## src/hdl/eqbcg_pkg.sv

```systemverilog
// Shared types, constants and band tables for the EQ biquad coefficient generator.
package eqbcg_pkg;

   localparam int POT_BITS       = 12;
   localparam int COEF_FRAC_BITS = 28;
   localparam int POT_W          = 12;
   localparam int COEF_W         = 32;
   localparam int QB             = 30;
   localparam int VW             = 40;
   localparam int MW             = 36;
   localparam int PW             = 2 * MW;
   localparam int DW             = 64;
   localparam int TAYLOR_TERMS   = 12;
   localparam int CIDX_W         = 3;
   localparam int NUM_COEF       = 5;
   // series terms stay below 2^31, so a 35-bit reciprocal gives the exact quotient
   localparam int RECIP_SH       = 35;

   localparam logic [POT_BITS-1:0] POT_MAX  = {POT_BITS{1'b1}};
   localparam logic [DW-1:0]       POT_HALF = DW'(((1 << POT_BITS) - 1) / 2);
   localparam logic [MW-1:0]       EXP_RATE = MW'(463571610);
   localparam logic [PW-1:0]       QHALF    = PW'(1) << (QB - 1);
   localparam logic signed [VW-1:0] QONE    = VW'(1) << QB;

   localparam logic signed [VW-1:0] COS_400   = VW'(1072270298);
   localparam logic signed [VW-1:0] ALPHA_400 = VW'(39742083);
   localparam logic signed [VW-1:0] COS_1K    = VW'(1064555814);
   localparam logic signed [VW-1:0] ALPHA_1K  = VW'(99116996);
   localparam logic signed [VW-1:0] COS_2K    = VW'(1037154959);
   localparam logic signed [VW-1:0] ALPHA_2K  = VW'(196538072);

   localparam logic signed [COEF_W-1:0] COEF_MAX = {1'b0, {(COEF_W-1){1'b1}}};
   localparam logic signed [COEF_W-1:0] COEF_MIN = {1'b1, {(COEF_W-1){1'b0}}};

   typedef enum logic [1:0] {
      BAND_LOW    = 2'd0,
      BAND_PEAK   = 2'd1,
      BAND_HIGH   = 2'd2,
      BAND_BYPASS = 2'd3
   } band_type;

   typedef struct packed {
      logic [1:0]       action;
      logic [POT_W-1:0] pot_level;
   } req_type;

   typedef struct packed {
      logic signed [COEF_W-1:0] coef_b0;
      logic signed [COEF_W-1:0] coef_b1;
      logic signed [COEF_W-1:0] coef_b2;
      logic signed [COEF_W-1:0] coef_a1;
      logic signed [COEF_W-1:0] coef_a2;
   } rsp_type;

   typedef struct packed {
      band_type            band;
      logic [POT_BITS-1:0] cut;
   } job_type;

   typedef struct packed {
      logic    valid;
      job_type job;
   } job_if_type;

   typedef struct packed {
      logic          start;
      logic [DW-1:0] num;
      logic [DW-1:0] den;
   } div_req_type;

   typedef struct packed {
      logic          done;
      logic [DW-1:0] quot;
   } div_rsp_type;

   typedef enum logic [4:0] {
      S_IDLE, S_Y_MUL, S_Y_DIV, S_Y_WAIT, S_T_MUL, S_T_DIV, S_T_WAIT,
      S_A_MUL, S_A_USE, S_T2_MUL, S_T2_USE, S_AMC_MUL, S_AMC_USE,
      S_APC_MUL, S_APC_USE, S_B0_MUL, S_B0_USE, S_B1_MUL, S_B1_USE,
      S_B2_MUL, S_B2_USE, S_AA_MUL, S_AA_USE, S_ADIV_DIV, S_ADIV_WAIT,
      S_C_DIV, S_C_WAIT, S_OUT
   } state_type;

   function automatic logic signed [VW-1:0] band_cos(input band_type b);
      case (b)
         BAND_LOW:  return COS_400;
         BAND_PEAK: return COS_1K;
         default:   return COS_2K;
      endcase
   endfunction

   function automatic logic signed [VW-1:0] band_alpha(input band_type b);
      case (b)
         BAND_LOW:  return ALPHA_400;
         BAND_PEAK: return ALPHA_1K;
         default:   return ALPHA_2K;
      endcase
   endfunction

   // ceil(2^RECIP_SH / k) for the series divisors
   function automatic logic signed [VW-1:0] recip_k(input logic [3:0] k);
      case (k)
         4'd1:    return VW'(64'd1 << RECIP_SH);
         4'd2:    return VW'(((64'd1 << RECIP_SH) + 64'd1) / 64'd2);
         4'd3:    return VW'(((64'd1 << RECIP_SH) + 64'd2) / 64'd3);
         4'd4:    return VW'(((64'd1 << RECIP_SH) + 64'd3) / 64'd4);
         4'd5:    return VW'(((64'd1 << RECIP_SH) + 64'd4) / 64'd5);
         4'd6:    return VW'(((64'd1 << RECIP_SH) + 64'd5) / 64'd6);
         4'd7:    return VW'(((64'd1 << RECIP_SH) + 64'd6) / 64'd7);
         4'd8:    return VW'(((64'd1 << RECIP_SH) + 64'd7) / 64'd8);
         4'd9:    return VW'(((64'd1 << RECIP_SH) + 64'd8) / 64'd9);
         4'd10:   return VW'(((64'd1 << RECIP_SH) + 64'd9) / 64'd10);
         4'd11:   return VW'(((64'd1 << RECIP_SH) + 64'd10) / 64'd11);
         default: return VW'(((64'd1 << RECIP_SH) + 64'd11) / 64'd12);
      endcase
   endfunction

   function automatic logic [MW-1:0] mag(input logic signed [VW-1:0] v);
      logic signed [VW-1:0] n;
      n = -v;
      return v[VW-1] ? n[MW-1:0] : v[MW-1:0];
   endfunction

endpackage

```

## src/hdl/eqbcg_div.sv

```systemverilog
// Shared restoring divider, one quotient bit per cycle, unsigned 64 by 64.
module eqbcg_div (
   input  logic                    clock,
   input  logic                    reset,
   input  eqbcg_pkg::div_req_type  div_req,
   output eqbcg_pkg::div_rsp_type  div_rsp
);
   localparam int DW = eqbcg_pkg::DW;

   logic          busy_ff, done_ff;
   logic [6:0]    cnt_ff;
   logic [DW:0]   rem_ff;
   logic [DW-1:0] quo_ff, den_ff;
   logic [DW:0]   rem_sh;
   logic          fits;

   always_comb begin
      rem_sh = {rem_ff[DW-1:0], quo_ff[DW-1]};
      fits   = (rem_sh >= {1'b0, den_ff});
   end

   assign div_rsp.done = done_ff;
   assign div_rsp.quot = quo_ff;

   always_ff @(posedge clock) begin
      if (reset) begin
         busy_ff <= 1'b0;
         done_ff <= 1'b0;
         cnt_ff  <= 7'd0;
      end else begin
         done_ff <= 1'b0;
         if (div_req.start) begin
            busy_ff <= 1'b1;
            cnt_ff  <= 7'd0;
         end else if (busy_ff) begin
            cnt_ff <= cnt_ff + 7'd1;
            if (cnt_ff == 7'(DW - 1)) begin
               busy_ff <= 1'b0;
               done_ff <= 1'b1;
            end
         end
      end
      if (div_req.start) begin
         rem_ff <= '0;
         quo_ff <= div_req.num;
         den_ff <= div_req.den;
      end else if (busy_ff) begin
         rem_ff <= fits ? (rem_sh - {1'b0, den_ff}) : rem_sh;
         quo_ff <= {quo_ff[DW-2:0], fits};
      end
   end
endmodule

```

## config.mk

```make
export PLATFORM = sky130hd
export DESIGN_NAME = eqbcg_div
export DESIGN_NICKNAME = d
export VERILOG_FILES = /design/src/hdl/eqbcg_pkg.sv /design/src/hdl/eqbcg_div.sv
export SDC_FILE = /design/constraint.sdc
export NUM_CORES = 1
export LEC_CHECK = 0
export BUFFER_PORTS_ARGS = -buffer_cell sky130_fd_sc_hd__buf_4
export CAP_MARGIN = 20
export CORE_ASPECT_RATIO = 1.5
export CORE_UTILIZATION = 40
export CTS_CLUSTER_SIZE = 40
export DETAILED_ROUTE_END_ITERATION = 12
export PLACE_DENSITY = 0.58
export REMOVE_ABC_BUFFERS = 1
export SETUP_SLACK_MARGIN = 0.15
export SYNTH_ARGS = -nofsm -noshare
export SYNTH_HDL_FRONTEND = slang
export SYNTH_SLANG_ARGS = --single-unit
```

## constraint.sdc

```tcl
create_clock -name clock -period 5.8 [get_ports clock]
set_clock_uncertainty 0.2 [all_clocks]
set_input_delay 0.87 -clock clock [delete_from_list [all_inputs] [get_ports clock]]
set_output_delay 0.87 -clock clock [all_outputs]
set_load 0.005 [all_outputs]
```

==> results.md <==
- WS Path Type: flip-flop to flip-flop
- Buffers on Ports: between 150 and 200
- Post-Synthesis Cells: roughly 1200
- Worst Hold Class: flip-flop to flip-flop
- Post-cts gate resize count: 0
- Die Width: roughly 140 um
- Final hold violation count: 0
- Worst slack at placement: 1.52 ns
- Async set or reset register ratio after synthesis: 0%
- Via density: 5.51
- TritonCTS clock tree: yes
- GRT Overall Usage: 21.2%
- Top_reg_cell synth: edfxtp_1
- Largest net degree at the start of global routing: 85
- Vias in the first global route: 10143
- Crit path time final: 4.30 ns
- Post-synthesis adder-cell area fraction: ~7%
- Syn Area/Cell: between 9 and 10 um2
- Worst vdd ir: 0.207 mV
- Fin worst setup slack: 1.50 ns
- CP required: 6.03 ns
- Initial drt markers: 451
- Yosys reg bits: between 200 and 250
- Reg2reg start: den_ff[1]
- First-pass GRT wire length: 51.0 mm
- Setup TNS: 0 ns
- Synth cell types: 80
- Top cells by area, synth: edfxtp_1 (32%), dfxtp_1 (12%), ha_1 (6.8%), mux2_2 (6.0%), nand2_1 (5.0%)
- Post-synth EDFFs: 128
- Post-synth top cells: nand2_1 (158), edfxtp_1 (128), nor2_1 (98), inv_1 (84), dfxtp_1 (73)
- Worst-Skew Late Latency: 0.53 ns
- Met1 usage: 23.1%
- Placed Cells incl. Taps: 1761
- FILL cells: 2829
- Share of cells above drive strength 1: ~23%
- Critical path fanouts, max: 38
- Die height: 213 um
- Largest family of logic cells by synthesized area: compound AO/OA/AOI/OAI gates
- Yosys top cell by area: edfxtp_1
- Hold_buf cts: 0
- Max Cap Viol: 0
- Tot Pwr: a little under 4 mW
- M3 GR Usage: 4.78%
- Unrepaired setup endpoints after global routing: false
- Outcome: completed
- Pins Over Slew Limit: 0
- Remaining global-route overflow: 0
- Syn. warnings: 0
- Core area: 29400 um2
- Pre-antenna DRT Iters: 8
- H-tree levels: 1
- Reg clk slew, reported paths: 0.06 ns
- Post-synthesis compound-gate area fraction: 17.6%
- I/O Pins: 196
- Gr busiest metal: met2
- Initial core utilization: around two fifths
- Worst-margin pin slew: 0.926 ns
- Initial antenna violation count: 0
- Clock tree buffer depth: 3
- Post-Synth Simple-Gate Area: 14.5%
- Ant diodes: 0
- Finished Layout Cells: 1801
- Routability cong.: 0.886
- Row cnt: 77
- Grt met2 use: 39.1%
- Final WL: approximately 32 mm
- R2R Path End: rem_ff[26]
- Critical path launch point type: flip-flop
- Mux contribution to synthesized area: 7.15%
- Post-CTS Setup Bufs: 0
- Reg2Reg Depth: 13
- Tcrit/Tclk final: 74.1%
- Drt drc: 0
- CTS root buffer: clkbuf_16
- Antenna viol nets, final: 0
- Synth-to-Final Area Change: 20.3%
- CTS buffer count: 22
- Relative slew slack: 38.3%
- Crit path to: rem_ff[26]
- Post-Syn Area: around 12000 um2
- Data arrival time of the critical path: approximately 4.5 ns
- # setup viols final: 0
- Via count: roughly 9900
- FF-to-FF setup slack: 1.50 ns
- Top-area cell type share of the netlist area: 32.3%
- Seq/Total Area, Yosys: 44.5%
- Fmax: 0.233 GHz
- Critical path startpoint: den_ff[1]
- Power Density: about 280 nW/um2
- Count leader, synth: nand2_1
- HPWL Detailed: approximately 23 mm
- Total Die Area: 30500 um2
- Leakage: around 5.9 nW
- Kind of end point of the critical path: flip-flop
- # clock sinks: about 200
- # nets final: around 1600
- Post-Synth XOR/XNOR Area: ~4.2%
- Drt wl/cell: 17.6 um
where the power goes:
part	switching (mW)	internal (mW)	leakage, nW
Sequential	0.0724	1.66	1.87
Combinational	0.494	0.398	3.71
Clock	0.581	0.760	0.327
Total	1.15	2.81	5.90
stage by stage:
step	cell area, um2	utilization (%)	hold slack, ns
finish	14300	48.8	0.287
global route	14300	48.8	0.290
CTS	14300	48.8	0.282
detailed placement	13700	46.5	0.280
global placement	13700	46.5	0.267
floorplan	11600	-	0.244
final cells by class:
class	instances	area, um2	share of cell area, %
multi-input cells	877	6010	41.9
clock inverters	9	76.3	0.532
clock buffers	31	594	4.14
repair buffers	204	1540	10.7
inverters	84	315	2.20
well taps	395	494	3.45
flip-flops and latches	201	5310	37.0
sequential cells by signal, summed over array words and instances, names as in the netlist:
name	cells
busy_ff	1
cnt_ff	7
den_ff	64
done_ff	1
quo_ff	64
rem_ff	64
worst min-delay path by stage:
stage          slack (ns)  depth (start not counted)       start          to
5_1_grt              0.29                          1  div_req[3]   den_ff[3]
3_3_place_gp         0.27                          2   cnt_ff[6]   cnt_ff[6]
4_1_cts              0.28                          2       reset     busy_ff
3_5_place_dp         0.28                          2  rem_ff[55]  rem_ff[55]
2_1_floorplan        0.24                          2  rem_ff[58]  rem_ff[58]
6_report             0.29                          2   cnt_ff[6]   cnt_ff[6]
critical path, stage by stage (launching register included):
cell and delay (ns):
edfxtp_1 0.42, inv_1 0.07, ha_1 0.23, nor2b_1 0.15, o31a_1 0.29, a31oi_1 0.36
o21ai_2 0.14, a31o_4 0.27, a21o_4 0.27, a31oi_4 0.26, o31a_2 0.78, buf_4 0.39
nand2_1 0.08, a311oi_1 0.27
cells by family (layout without fill, tap and decap cells):
family	after synthesis	in the layout
xor+xnor	57	57
simple gates	382	382
buf+inv	153	328
mux	77	77
flops	201	201
compound gates	295	295
fa+ha+maj	66	66
cells in the final DEF, fill, tap and decap left out, types with 5 or more instances in the layout:
| cell | n |
|---|---|
| nor2b_1 | 6 |
| mux2i_1 | 12 |
| xnor2_1 | 30 |
| a311oi_1 | 46 |
| nor3_1 | 17 |
| ha_1 | 65 |
| nor2_1 | 98 |
| buf_4 | 203 |
| o211ai_1 | 5 |
| nand3_1 | 27 |
| o21a_1 | 10 |
| o21bai_1 | 11 |
| clkbuf_16 | 22 |
| xor2_1 | 27 |
| and3_1 | 10 |
| a211oi_1 | 11 |
| o21ai_1 | 7 |
| mux2_2 | 64 |
| nand2_1 | 158 |
| a31oi_1 | 11 |
| inv_1 | 83 |
| clkbuf_1 | 8 |
| edfxtp_1 | 128 |
| dfxtp_1 | 72 |
| a21o_1 | 20 |
| nor4_1 | 7 |
| nand2b_1 | 7 |
| or3_1 | 8 |
| o21ai_0 | 46 |
| a21oi_1 | 70 |
| nand4_1 | 27 |
per-layer routing:
metal  part of all wire, %  up-vias
met1                    39     4712
met4                   3.4        0
met3                   6.7       74
li1                      -     4830
met5                     0        -
met2                    51      303
Power figures use the tool's default switching activity.
