**src/hdl/eqbcg_pkg.sv**
```systemverilog
// Shared types, constants and band tables for the EQ biquad coefficient generator.
package eqbcg_pkg;

   localparam int POT_BITS       = 12;
   localparam int COEF_FRAC_BITS = 28;
   localparam int POT_W          = 12;
   localparam int COEF_W         = 32;
   localparam int QB             = 30;
   localparam int VW             = 40;
   localparam int MW             = 36;
   localparam int PW             = 2 * MW;
   localparam int DW             = 64;
   localparam int TAYLOR_TERMS   = 12;
   localparam int CIDX_W         = 3;
   localparam int NUM_COEF       = 5;
   // series terms stay below 2^31, so a 35-bit reciprocal gives the exact quotient
   localparam int RECIP_SH       = 35;

   localparam logic [POT_BITS-1:0] POT_MAX  = {POT_BITS{1'b1}};
   localparam logic [DW-1:0]       POT_HALF = DW'(((1 << POT_BITS) - 1) / 2);
   localparam logic [MW-1:0]       EXP_RATE = MW'(463571610);
   localparam logic [PW-1:0]       QHALF    = PW'(1) << (QB - 1);
   localparam logic signed [VW-1:0] QONE    = VW'(1) << QB;

   localparam logic signed [VW-1:0] COS_400   = VW'(1072270298);
   localparam logic signed [VW-1:0] ALPHA_400 = VW'(39742083);
   localparam logic signed [VW-1:0] COS_1K    = VW'(1064555814);
   localparam logic signed [VW-1:0] ALPHA_1K  = VW'(99116996);
   localparam logic signed [VW-1:0] COS_2K    = VW'(1037154959);
   localparam logic signed [VW-1:0] ALPHA_2K  = VW'(196538072);

   localparam logic signed [COEF_W-1:0] COEF_MAX = {1'b0, {(COEF_W-1){1'b1}}};
   localparam logic signed [COEF_W-1:0] COEF_MIN = {1'b1, {(COEF_W-1){1'b0}}};

   typedef enum logic [1:0] {
      BAND_LOW    = 2'd0,
      BAND_PEAK   = 2'd1,
      BAND_HIGH   = 2'd2,
      BAND_BYPASS = 2'd3
   } band_type;

   typedef struct packed {
      logic [1:0]       action;
      logic [POT_W-1:0] pot_level;
   } req_type;

   typedef struct packed {
      logic signed [COEF_W-1:0] coef_b0;
      logic signed [COEF_W-1:0] coef_b1;
      logic signed [COEF_W-1:0] coef_b2;
      logic signed [COEF_W-1:0] coef_a1;
      logic signed [COEF_W-1:0] coef_a2;
   } rsp_type;

   typedef struct packed {
      band_type            band;
      logic [POT_BITS-1:0] cut;
   } job_type;

   typedef struct packed {
      logic    valid;
      job_type job;
   } job_if_type;

   typedef struct packed {
      logic          start;
      logic [DW-1:0] num;
      logic [DW-1:0] den;
   } div_req_type;

   typedef struct packed {
      logic          done;
      logic [DW-1:0] quot;
   } div_rsp_type;

   typedef enum logic [4:0] {
      S_IDLE, S_Y_MUL, S_Y_DIV, S_Y_WAIT, S_T_MUL, S_T_DIV, S_T_WAIT,
      S_A_MUL, S_A_USE, S_T2_MUL, S_T2_USE, S_AMC_MUL, S_AMC_USE,
      S_APC_MUL, S_APC_USE, S_B0_MUL, S_B0_USE, S_B1_MUL, S_B1_USE,
      S_B2_MUL, S_B2_USE, S_AA_MUL, S_AA_USE, S_ADIV_DIV, S_ADIV_WAIT,
      S_C_DIV, S_C_WAIT, S_OUT
   } state_type;

   function automatic logic signed [VW-1:0] band_cos(input band_type b);
      case (b)
         BAND_LOW:  return COS_400;
         BAND_PEAK: return COS_1K;
         default:   return COS_2K;
      endcase
   endfunction

   function automatic logic signed [VW-1:0] band_alpha(input band_type b);
      case (b)
         BAND_LOW:  return ALPHA_400;
         BAND_PEAK: return ALPHA_1K;
         default:   return ALPHA_2K;
      endcase
   endfunction

   // ceil(2^RECIP_SH / k) for the series divisors
   function automatic logic signed [VW-1:0] recip_k(input logic [3:0] k);
      case (k)
         4'd1:    return VW'(64'd1 << RECIP_SH);
         4'd2:    return VW'(((64'd1 << RECIP_SH) + 64'd1) / 64'd2);
         4'd3:    return VW'(((64'd1 << RECIP_SH) + 64'd2) / 64'd3);
         4'd4:    return VW'(((64'd1 << RECIP_SH) + 64'd3) / 64'd4);
         4'd5:    return VW'(((64'd1 << RECIP_SH) + 64'd4) / 64'd5);
         4'd6:    return VW'(((64'd1 << RECIP_SH) + 64'd5) / 64'd6);
         4'd7:    return VW'(((64'd1 << RECIP_SH) + 64'd6) / 64'd7);
         4'd8:    return VW'(((64'd1 << RECIP_SH) + 64'd7) / 64'd8);
         4'd9:    return VW'(((64'd1 << RECIP_SH) + 64'd8) / 64'd9);
         4'd10:   return VW'(((64'd1 << RECIP_SH) + 64'd9) / 64'd10);
         4'd11:   return VW'(((64'd1 << RECIP_SH) + 64'd10) / 64'd11);
         default: return VW'(((64'd1 << RECIP_SH) + 64'd11) / 64'd12);
      endcase
   endfunction

   function automatic logic [MW-1:0] mag(input logic signed [VW-1:0] v);
      logic signed [VW-1:0] n;
      n = -v;
      return v[VW-1] ? n[MW-1:0] : v[MW-1:0];
   endfunction

endpackage

```
**src/hdl/eqbcg_front.sv**
```systemverilog
// Front end: accepts requests, clamps the pot and queues jobs for the core.
module eqbcg_front (
   input  logic                   clock,
   input  logic                   reset,
   input  logic                   req_valid,
   output logic                   req_stall,
   input  eqbcg_pkg::req_type     req_data,
   output eqbcg_pkg::job_if_type  job_out,
   input  logic                   job_pop
);
   localparam int POT_BITS_W = eqbcg_pkg::POT_BITS;

   eqbcg_pkg::job_type  entry_ff [0:1];
   logic                wr_ptr_ff, rd_ptr_ff;
   logic [1:0]          count_ff;
   logic                push;
   logic [16:0]         pot_wide;
   logic [POT_BITS_W-1:0] pot_clamp;
   eqbcg_pkg::job_type  job_new;

   assign req_stall = (count_ff == 2'd2);
   assign push      = req_valid && !req_stall;

   always_comb begin
      pot_wide  = 17'(req_data.pot_level);
      pot_clamp = (pot_wide > 17'(eqbcg_pkg::POT_MAX)) ? eqbcg_pkg::POT_MAX
                                                       : pot_wide[POT_BITS_W-1:0];
      job_new.band = eqbcg_pkg::band_type'(req_data.action);
      job_new.cut  = eqbcg_pkg::POT_MAX - pot_clamp;
   end

   assign job_out.valid = (count_ff != 2'd0);
   assign job_out.job   = entry_ff[rd_ptr_ff];

   always_ff @(posedge clock) begin
      if (reset) begin
         wr_ptr_ff <= 1'b0;
         rd_ptr_ff <= 1'b0;
         count_ff  <= 2'd0;
      end else begin
         if (push) begin
            wr_ptr_ff <= !wr_ptr_ff;
         end
         if (job_pop) begin
            rd_ptr_ff <= !rd_ptr_ff;
         end
         count_ff <= count_ff + 2'(push) - 2'(job_pop);
      end
      if (push) begin
         entry_ff[wr_ptr_ff] <= job_new;
      end
   end
endmodule

```
**config.mk**
```make
export PLATFORM = sky130hd
export DESIGN_NAME = eqbcg_front
export DESIGN_NICKNAME = d
export VERILOG_FILES = /design/src/hdl/eqbcg_pkg.sv /design/src/hdl/eqbcg_front.sv
export SDC_FILE = /design/constraint.sdc
export NUM_CORES = 1
export LEC_CHECK = 0
export BUFFER_PORTS_ARGS = -buffer_cell sky130_fd_sc_hd__buf_2
export CAP_MARGIN = 20
export CORE_MARGIN = 5
export CORE_UTILIZATION = 50
export DETAILED_ROUTE_END_ITERATION = 8
export PLACE_DENSITY = 0.76
export SLEW_MARGIN = 25
export SYNTH_ARGS = -nofsm -noshare
export SYNTH_HDL_FRONTEND = slang
export SYNTH_SLANG_ARGS = --single-unit
```
**constraint.sdc**
```tcl
create_clock -name clock -period 1.7 [get_ports clock]
set_input_delay 0.085 -clock clock [delete_from_list [all_inputs] [get_ports clock]]
set_output_delay 0.085 -clock clock [all_outputs]
set_load 0.02 [all_outputs]
```
==> results.sh, run 1 <==
export IMPL_insertion_delay_ps=330
export IMPL_die_x_um=60.55
export IMPL_syn_area_mm2=0.001277
export IMPL_rsz0062_at_grt="no"
export IMPL_synthAdderAreaFrac_pct=1.959
export IMPL_yosysSeqAreaShare_pct=73.65
export IMPL_routed_wl_mm=2.166
export IMPL_postRouteAntennaNets=0
export IMPL_outcome="finished, final reports clean"
export IMPL_max_stage_delay_ps=370
export IMPL_dp_hpwl_mm=1.473
export IMPL_final_common_cell="buf_2"
export IMPL_ys_warn_count=0
export IMPL_cp_end_kind="primary output"
export IMPL_io_pins=34
export IMPL_fin_crit_sh_pct=86.93
export IMPL_io_buffer_count=33
export IMPL_hp_class="primary input to register"
export IMPL_place_congestion=0.6387
export IMPL_avgSynthCellArea_um2=15.97
export IMPL_period_minus_slack_ps=1478
export IMPL_setup_violations=0
export IMPL_clock_path_buffers=2
export IMPL_post_cts_setup_buffer_count=0
export IMPL_synth_cells=80
export IMPL_vias_per_cell=4.642
export IMPL_switching_power_mw=0.5550
export IMPL_dieArea_mm2=0.003666
export IMPL_initial_utilization_pct=52.04
export IMPL_cts_root_buf="clkbuf_4"
export IMPL_final_nets=148
export IMPL_num_antenna_cells=0
export IMPL_r2r_slack_ps=230
export IMPL_critPathRequiredTime_ps=1620
export IMPL_synth_cell_types=18
export IMPL_max_freq_mhz=676.6
export IMPL_slowest_stage="mux2_2"
export IMPL_most_common_layout_cells="33 x buf_2, 28 x edfxtp_1, 15 x inv_1, 14 x mux2_2, 7 x dlygate4sd3_1"
export IMPL_worst_r2r_path_depth=8
export IMPL_r2r_start="count_ff[0]"
export IMPL_placementRows=18
export IMPL_relSlewSlack_pct=77.49
export IMPL_crit_fanout=14
export IMPL_vias=738
export IMPL_die_height_um=60.55
export IMPL_cts_tree="yes"
export IMPL_power_internal_mw=1.435
export IMPL_worstMarginPinSlew_ps=337.7
export IMPL_swShare_pct=27.88
export IMPL_fin_cells=159
export IMPL_whs_path_depth=2
export IMPL_synth_simple_gate_area_share_pct=3.918
export IMPL_yosys_area_share_xor_xnor_pct=2.057
export IMPL_cts_num_sinks=33
export IMPL_synth_top_family_by_area="multiplexers"
export IMPL_first_iter_violations=15
export IMPL_gr_usage_all_layers_pct=13.72
export IMPL_cp_cell_sequence="buf_4, mux2_2, buf_2"
export IMPL_final_layout_size_suffix_gt1_share_pct=45.74
export IMPL_cts_inserted_buffers=5
export IMPL_grt_pass1_vias=760
export IMPL_worstPathArrival_ps=1390
export IMPL_finalPower_mw=1.990
export IMPL_coreArea_mm2=0.002455
export IMPL_synth_seq_cells=33
export IMPL_pwr_share_comb_pct=25.2
export IMPL_peakVddDrop_uv=903.3
export IMPL_syn_nets=100
export IMPL_grt_ovfl_total=0
export IMPL_wl_per_cell_um=13.62
export IMPL_path_clk_slew_ps=90
export IMPL_clockPowerShare_pct=22.1
export IMPL_hold_viol=0
export IMPL_setup_tns_final_ps=0
export IMPL_worst_hold_path_endpoint="entry_ff[0][5]"
export IMPL_antenna_found_initial=0
export IMPL_powerDensity_mw_per_mm2=1222
export IMPL_cts_resized_gates=0
export IMPL_cp_start_kind="register"
export IMPL_p_seq_share_pct=52.7
export IMPL_min_delay_start="req_data[5]"
export IMPL_r2r_end="count_ff[1]"
export IMPL_dp_cells=144
export IMPL_finClkSkew_ps=6.883
export IMPL_dr_pass1_iters=3
export IMPL_syn_to_final_growth_pct=27.52
export IMPL_p_leak_nw=0.7050
export IMPL_grt_pass1_wl_mm=3.436
export IMPL_drc=0
export IMPL_cts_max_level=2
export IMPL_max_cap_viol_count=0
export IMPL_grt_start_max_net_pins=15
export IMPL_path_class="register to primary output"
export IMPL_final_max_slew_viol_count=0
export IMPL_synthMuxAreaShare_pct=12.34
export IMPL_synth_compound_area_share_pct=0.7835
-- timing repair --
action / in CTS / in global routing
endpoints found under the hold margin: 15 / 2
hold buffers: 6 / 1
endpoints found under the setup margin: 0 / 0
-- sequential cells by signal (all words and copies together), names as in the netlist, named ones only --
| signal | flops |
|---|---|
| rd_ptr_ff | 1 |
| entry_ff | 28 |
| count_ff | 2 |
| wr_ptr_ff | 1 |
-- how the worst max path moves through the flow --
stage	to	cells past startpoint	slack, ps	startpoint
floorplan	entry_ff[0][0]	4	200	count_ff[0]
global placement	count_ff[1]	8	300	count_ff[0]
detailed placement	count_ff[1]	8	200	count_ff[0]
CTS	job_out[4]	3	190	register
global route	count_ff[1]	8	150	count_ff[0]
finish	job_out[11]	3	220	register
-- stage by stage --
| stage | setup WS, ps | hold slack [ps] | cell area [µm²] | utilization, % |
|---|---|---|---|---|
| 2_1_floorplan | 203.8 | 154.1 | 1277 | - |
| 5_1_grt | 150.6 | 5.269 | 1629 | 66.36 |
| 6_report | 222.1 | 17.90 | 1629 | 66.36 |
| 3_3_place_gp | 296.0 | 281.1 | 1500 | 61.11 |
| 4_1_cts | 193.5 | 2.963 | 1619 | 65.95 |
| 3_5_place_dp | 203.2 | 285.0 | 1500 | 61.11 |
-- critical path: cells and delay by family, from the launching register on --
kind	cells	cell delay, ps
multiplexers	1	370
flip-flops	1	320
buffers and inverters	2	370
-- power groups by stage --
| stage | Combinational [mW] | Clock [mW] | Sequential [mW] |
|---|---|---|---|
| 6_report | 0.502 | 0.440 | 1.05 |
| 3_3_place_gp | 0.481 | 0 | 1.06 |
| 5_1_grt | 0.542 | 0.496 | 1.06 |
| 4_1_cts | 0.511 | 0.457 | 1.05 |
| 2_1_floorplan | 0.332 | 0 | 1.06 |
| 3_5_place_dp | 0.497 | 0 | 1.07 |
-- final cells by class --
class,count,area [µm²]
clock buffer,8,58.81
fill,197,825.8
inverter,16,60.06
multi-input combinational,30,269.0
sequential,33,940.9
tap,30,37.54
timing repair buffer,42,262.8
-- cell families after synthesis --
logic type / Yosys count
compound gates: 2
xor+xnor: 3
fa+ha+maj: 2
buf+inv: 17
flops: 33
mux: 14
simple gates: 9
-- cell usage after synthesis --
master	count	share of area, %
nand2b_2	1	0.69
dfxtp_1	5	7.8
edfxtp_1	28	66
nor2_1	3	0.88
inv_2	1	0.29
xor2_1	1	0.69
mux2_2	14	12
or2_2	1	0.49
xnor2_1	2	1.4
nand2_1	1	0.29
or3_1	1	0.49
nor2b_1	1	0.49
and3_2	1	0.59
buf_4	1	0.59
a21oi_1	1	0.39
o21ai_0	1	0.39
inv_1	15	4.4
ha_1	2	2.0
-- metal layers --
layer / wire (µm) / vias up / GRT usage (%)
met5: 0 / - / 0
met2: 1150 / 23 / 23.30
met4: 49 / 0 / 6.502
li1: - / 373 / -
met3: 173 / 5 / 6.809
met1: 791 / 337 / 14.17
Note: power is estimated with default switching activity, not from simulation.
==> run 2, diff against run 1 <==
CORE_MARGIN = 2   (was 5)
REMOVE_ABC_BUFFERS = 1   (was not set)
clock period = 1.58 ns   (was 1.7 ns; I/O delays follow)
==> run 2 against run 1 <==
Against the previous run:
- register-to-register slack got worse by 170 ps
- sequential power rose by 9%
- power up 18%
==> results.sh, run 2 (same netlist as run 1, synthesis figures left out) <==
export IMPL_path_class="register to register"
export IMPL_max_stage_delay_ps=340
export IMPL_cts_inserted_buffers=5
export IMPL_pwr_share_comb_pct=24.7
export IMPL_vias=748
export IMPL_powerDensity_mw_per_mm2=1407
export IMPL_finClkSkew_ps=10.61
export IMPL_max_freq_mhz=660.0
export IMPL_setup_violations=0
export IMPL_swShare_pct=26.34
export IMPL_period_minus_slack_ps=1515
export IMPL_wl_per_cell_um=12.89
export IMPL_grt_pass1_wl_mm=2.773
export IMPL_final_layout_size_suffix_gt1_share_pct=50.39
export IMPL_fin_crit_sh_pct=95.89
export IMPL_cts_root_buf="clkbuf_4"
export IMPL_slowest_stage="dfxtp_2"
export IMPL_final_nets=148
export IMPL_p_seq_share_pct=48.4
export IMPL_placementRows=18
export IMPL_most_common_layout_cells="33 x buf_2, 28 x edfxtp_1, 15 x inv_1, 14 x mux2_2, 6 x dlygate4sd3_1"
export IMPL_final_max_slew_viol_count=0
export IMPL_grt_ovfl_total=0
export IMPL_clock_path_buffers=2
export IMPL_hold_viol=0
export IMPL_dieArea_mm2=0.002975
export IMPL_io_buffer_count=33
export IMPL_place_congestion=0.5518
export IMPL_relSlewSlack_pct=77.79
export IMPL_drc=0
export IMPL_nFillCells=184
export IMPL_cp_start_kind="register"
export IMPL_grt_start_max_net_pins=15
export IMPL_first_iter_violations=7
export IMPL_final_common_cell="buf_2"
export IMPL_cts_num_sinks=33
export IMPL_clockPowerShare_pct=26.9
export IMPL_dr_pass1_iters=4
export IMPL_cts_tree="yes"
export IMPL_critPathRequiredTime_ps=1800
export IMPL_worstPathArrival_ps=1740
export IMPL_crit_fanout=3
export IMPL_gr_usage_all_layers_pct=14.97
export IMPL_cp_end_kind="register"
export IMPL_postRouteAntennaNets=0
export IMPL_worstMarginPinSlew_ps=333.2
export IMPL_dp_hpwl_mm=1.367
export IMPL_die_height_um=54.55
export IMPL_routed_wl_mm=2.050
export IMPL_syn_to_final_growth_pct=30.75
export IMPL_insertion_delay_ps=320
export IMPL_peakVddDrop_uv=1354
export IMPL_largestRegisters="entry_ff: 28 flops, count_ff: 2 flops"
export IMPL_cts_max_level=2
export IMPL_vias_per_cell=4.704
export IMPL_power_internal_mw=1.731
export IMPL_switching_power_mw=0.6187
export IMPL_outcome="finished, final reports clean"
export IMPL_io_pins=34
export IMPL_p_leak_nw=0.7210
export IMPL_final_util_pct=68.04
export IMPL_num_antenna_cells=0
export IMPL_largest_reg_flops=28
export IMPL_path_clk_slew_ps=100
export IMPL_top_register="entry_ff"
export IMPL_coreArea_mm2=0.002455
export IMPL_die_x_um=54.55
export IMPL_finalPower_mw=2.349
export IMPL_initial_utilization_pct=52.04
export IMPL_antenna_found_initial=0
export IMPL_hp_class="primary input to register"
export IMPL_grt_pass1_vias=643
export IMPL_max_cap_viol_count=0
export IMPL_cp_cell_sequence="nand2b_4, nand2_1, ha_1, inv_1, ha_2, xor2_2, xnor2_1, nor2_1"
-- run 2: changes by cell type in the layout (fill, tap and decap cells not counted), sizes merged --
cell         delta
bufinv          +1
dlygate4sd3     -1
clkbuf          -1
buf             +1
-- run 2: timing repair --
| item | CTS | global route |
|---|---|---|
| resized for setup | 0 | 5 |
| buffers inserted | 0 | 1 |
| endpoints found under the setup margin | 0 | 1 |
| hold buffers | 5 | 1 |
| hold endpoints to repair | 13 | 2 |
-- run 2: worst max-delay path: cells and delay by family, from the launching register on --
kind | cells | cell delay (ps)
and+or+nand+nor | 3 | 250
buffers and inverters | 1 | 40
adders and majority gates | 2 | 430
xor gates and xnor gates | 2 | 360
DFF | 1 | 340
-- run 2: cell type report --
type / instances / area [µm²] / area share [%]
well taps: 30 / 37.54 / 2.247
flip-flops and latches: 33 / 943.4 / 56.48
multi-input cells: 30 / 284.0 / 17.00
clock inverters: 1 / 30.03 / 1.798
repair buffers: 42 / 260.3 / 15.58
clock buffers: 7 / 55.05 / 3.296
inverters: 16 / 60.06 / 3.596
-- run 2: routing by layer --
layer	vias up	share of wire [%]	track usage, %
met2	22	56	26.91
met1	352	37	13.21
met5	-	0	0
met4	0	1.7	11.25
met3	4	5.5	5.738
li1	370	-	-
-- run 2: worst paths after layout --
check                           slack [ps]              to  depth (start not counted)   startpoint
worst min-delay path                    10  entry_ff[1][9]                          2  req_data[9]
worst min register to register         510       wr_ptr_ff                          2    wr_ptr_ff
worst max register to register          60     count_ff[1]                          8  count_ff[0]
worst max-delay path                    60     count_ff[1]                          8  count_ff[0]
-- run 2: power by group through the flow --
| stage | sequential [mW] | combinational [mW] | clock (mW) |
|---|---|---|---|
| 3_5_place_dp | 1.15 | 0.539 | 0 |
| 4_1_cts | 1.13 | 0.553 | 0.648 |
| 6_report | 1.14 | 0.580 | 0.632 |
| 2_1_floorplan | 1.14 | 0.347 | 0 |
| 3_3_place_gp | 1.14 | 0.519 | 0 |
| 5_1_grt | 1.15 | 0.626 | 0.685 |
-- run 2: through the flow --
stage	instance area [µm²]	instances	setup TNS, ps	worst slack, ps	hold WS (ps)
final	1670	159	0	64.91	12.14
after global routing	1670	159	-18.37	-18.37	5.215
after CTS	1635	157	0	1.554	0.9272
after detailed placement	1500	144	0	26.69	273.3
after global placement	1500	144	0	184.4	269.2
after floorplan	1270	79	0	83.84	148.1
==> run 3, diff against run 2 <==
CTS_CLUSTER_DIAMETER = 30   (was not set)
RECOVER_POWER = 50   (was not set)
==> run 3 against run 2 <==
Against the previous run:
- via count stayed put
- final cell count stayed put
- combinational power hardly changed
- register-to-register slack hardly changed
- critical path depth stayed put
- die area is the same
- clock skew unchanged
- critical endpoint unchanged
- largest power group unchanged
- highest routed layer unchanged
==> results.sh, run 3 (same netlist as run 1, synthesis figures left out) <==
export IMPL_die_x_um=54.55
export IMPL_routed_wl_mm=2.048
export IMPL_crit_end="count_ff[1]"
export IMPL_cts_num_sinks=33
export IMPL_critPathLaunch="count_ff[0]"
export IMPL_setup_violations=0
export IMPL_period_minus_slack_ps=1515
export IMPL_syn_to_final_growth_pct=30.56
export IMPL_placementRows=18
export IMPL_relSlewSlack_pct=57.40
export IMPL_clockPowerShare_pct=26.9
export IMPL_nFillCells=186
export IMPL_largest_reg_flops=28
export IMPL_swShare_pct=26.35
export IMPL_io_buffer_count=33
export IMPL_dp_slack_ps=26.69
export IMPL_place_congestion=0.5518
export IMPL_r2r_slack_ps=60
export IMPL_clock_path_buffers=2
export IMPL_max_cap_viol_count=0
export IMPL_top_register="entry_ff"
export IMPL_antenna_found_initial=0
export IMPL_cts_tree="yes"
export IMPL_final_nets=148
export IMPL_largestRegisters="entry_ff: 28 flops, count_ff: 2 flops"
export IMPL_final_common_cell="buf_2"
export IMPL_gr_usage_all_layers_pct=14.97
export IMPL_vias=748
export IMPL_dp_hpwl_mm=1.367
export IMPL_grt_start_max_net_pins=15
export IMPL_grt_pass1_wl_mm=2.773
export IMPL_die_height_um=54.55
export IMPL_p_seq_share_pct=48.4
export IMPL_grt_pass1_vias=643
export IMPL_io_pins=34
export IMPL_initial_utilization_pct=52.04
export IMPL_wl_per_cell_um=12.88
export IMPL_final_layout_size_suffix_gt1_share_pct=48.84
export IMPL_drc=0
export IMPL_hp_class="primary input to register"
export IMPL_vias_per_cell=4.704
export IMPL_insertion_delay_ps=320
export IMPL_worst_r2r_path_depth=8
export IMPL_cp_start_kind="register"
export IMPL_path_class="register to register"
export IMPL_dr_pass1_iters=4
export IMPL_switching_power_mw=0.6188
export IMPL_min_delay_start="req_data[9]"
export IMPL_finalPower_mw=2.349
export IMPL_final_max_slew_viol_count=0
export IMPL_worstPathArrival_ps=1740
export IMPL_powerDensity_mw_per_mm2=1408
export IMPL_outcome="finished, final reports clean"
export IMPL_r2r_start="count_ff[0]"
export IMPL_cts_max_level=2
export IMPL_power_internal_mw=1.730
export IMPL_postRouteAntennaNets=0
export IMPL_hold_viol=0
export IMPL_grt_ovfl_total=0
export IMPL_cts_inserted_buffers=5
export IMPL_final_util_pct=67.94
export IMPL_path_clk_slew_ps=100
export IMPL_peakVddDrop_uv=1354
export IMPL_most_common_layout_cells="32 x buf_2, 28 x edfxtp_1, 15 x inv_1, 14 x mux2_2, 6 x dlygate4sd3_1"
export IMPL_pwr_share_comb_pct=24.7
export IMPL_num_antenna_cells=0
export IMPL_finClkSkew_ps=10.61
export IMPL_critPathRequiredTime_ps=1800
export IMPL_r2r_end="count_ff[1]"
export IMPL_coreArea_mm2=0.002455
export IMPL_p_leak_nw=0.7187
export IMPL_max_freq_mhz=659.9
export IMPL_setup_slack_ps=64.68
export IMPL_fin_crit_sh_pct=95.91
export IMPL_dieArea_mm2=0.002975
export IMPL_worstMarginPinSlew_ps=639.0
export IMPL_cts_root_buf="clkbuf_4"
export IMPL_first_iter_violations=7
export IMPL_cp_end_kind="register"
export IMPL_crit_fanout=3
[run 3: final cells by class]
type	count	area [µm²]	area share [%]
clock buffer	7	55.05	3.301
clock inverter	1	30.03	1.800
inverter	16	60.06	3.601
multi-input combinational	30	282.8	16.95
sequential	33	943.4	56.56
tap	30	37.54	2.251
timing repair buffer	42	259.0	15.53
[run 3: worst max-delay path, cell delays in order (launching register included)]
cell      delay (ps)
dfxtp_2          340
nand2b_4         130
nand2_1           60
ha_1             260
inv_1             40
ha_2             170
xor2_2           180
xnor2_1          180
nor2_1            60
[run 3: what timing repair did]
action,CTS,global route
hold buffers,5,1
endpoints found under the hold margin,13,2
setup buffers,0,1
endpoints found under the setup margin,0,1
gates resized for setup,0,5
[run 3: per-layer routing]
layer	vias to the layer above	track usage, %	routed length (µm)
met5	-	0	0
met4	0	11.25	34
met3	4	5.738	113
met2	22	26.91	1143
met1	352	13.21	756
li1	370	-	-
[run 3: metrics by stage]
stage	cells	hold slack, ps	TNS (ps)	cell area (µm²)
after detailed placement	144	273.3	0	1500
after CTS	157	0.9272	0	1635
final	159	12.14	0	1668
after floorplan	79	148.1	0	1270
after global placement	144	269.2	0	1500
after global routing	159	5.215	-18.53	1668
[run 3: power groups by stage]
stage,logic [mW],registers (mW),clock network [mW]
6_report,0.579,1.14,0.632
5_1_grt,0.625,1.15,0.685
4_1_cts,0.553,1.13,0.648
3_5_place_dp,0.539,1.15,0
3_3_place_gp,0.519,1.14,0
2_1_floorplan,0.347,1.14,0
[run 3: worst min-delay path by stage]
stage,to,slack [ps],depth (start not counted)
global route,entry_ff[0][0],5,2
detailed placement,entry_ff[0][13],270,1
finish,entry_ff[1][9],10,2
global placement,entry_ff[0][13],270,1
CTS,entry_ff[0][11],0.9,2
floorplan,wr_ptr_ff,150,1
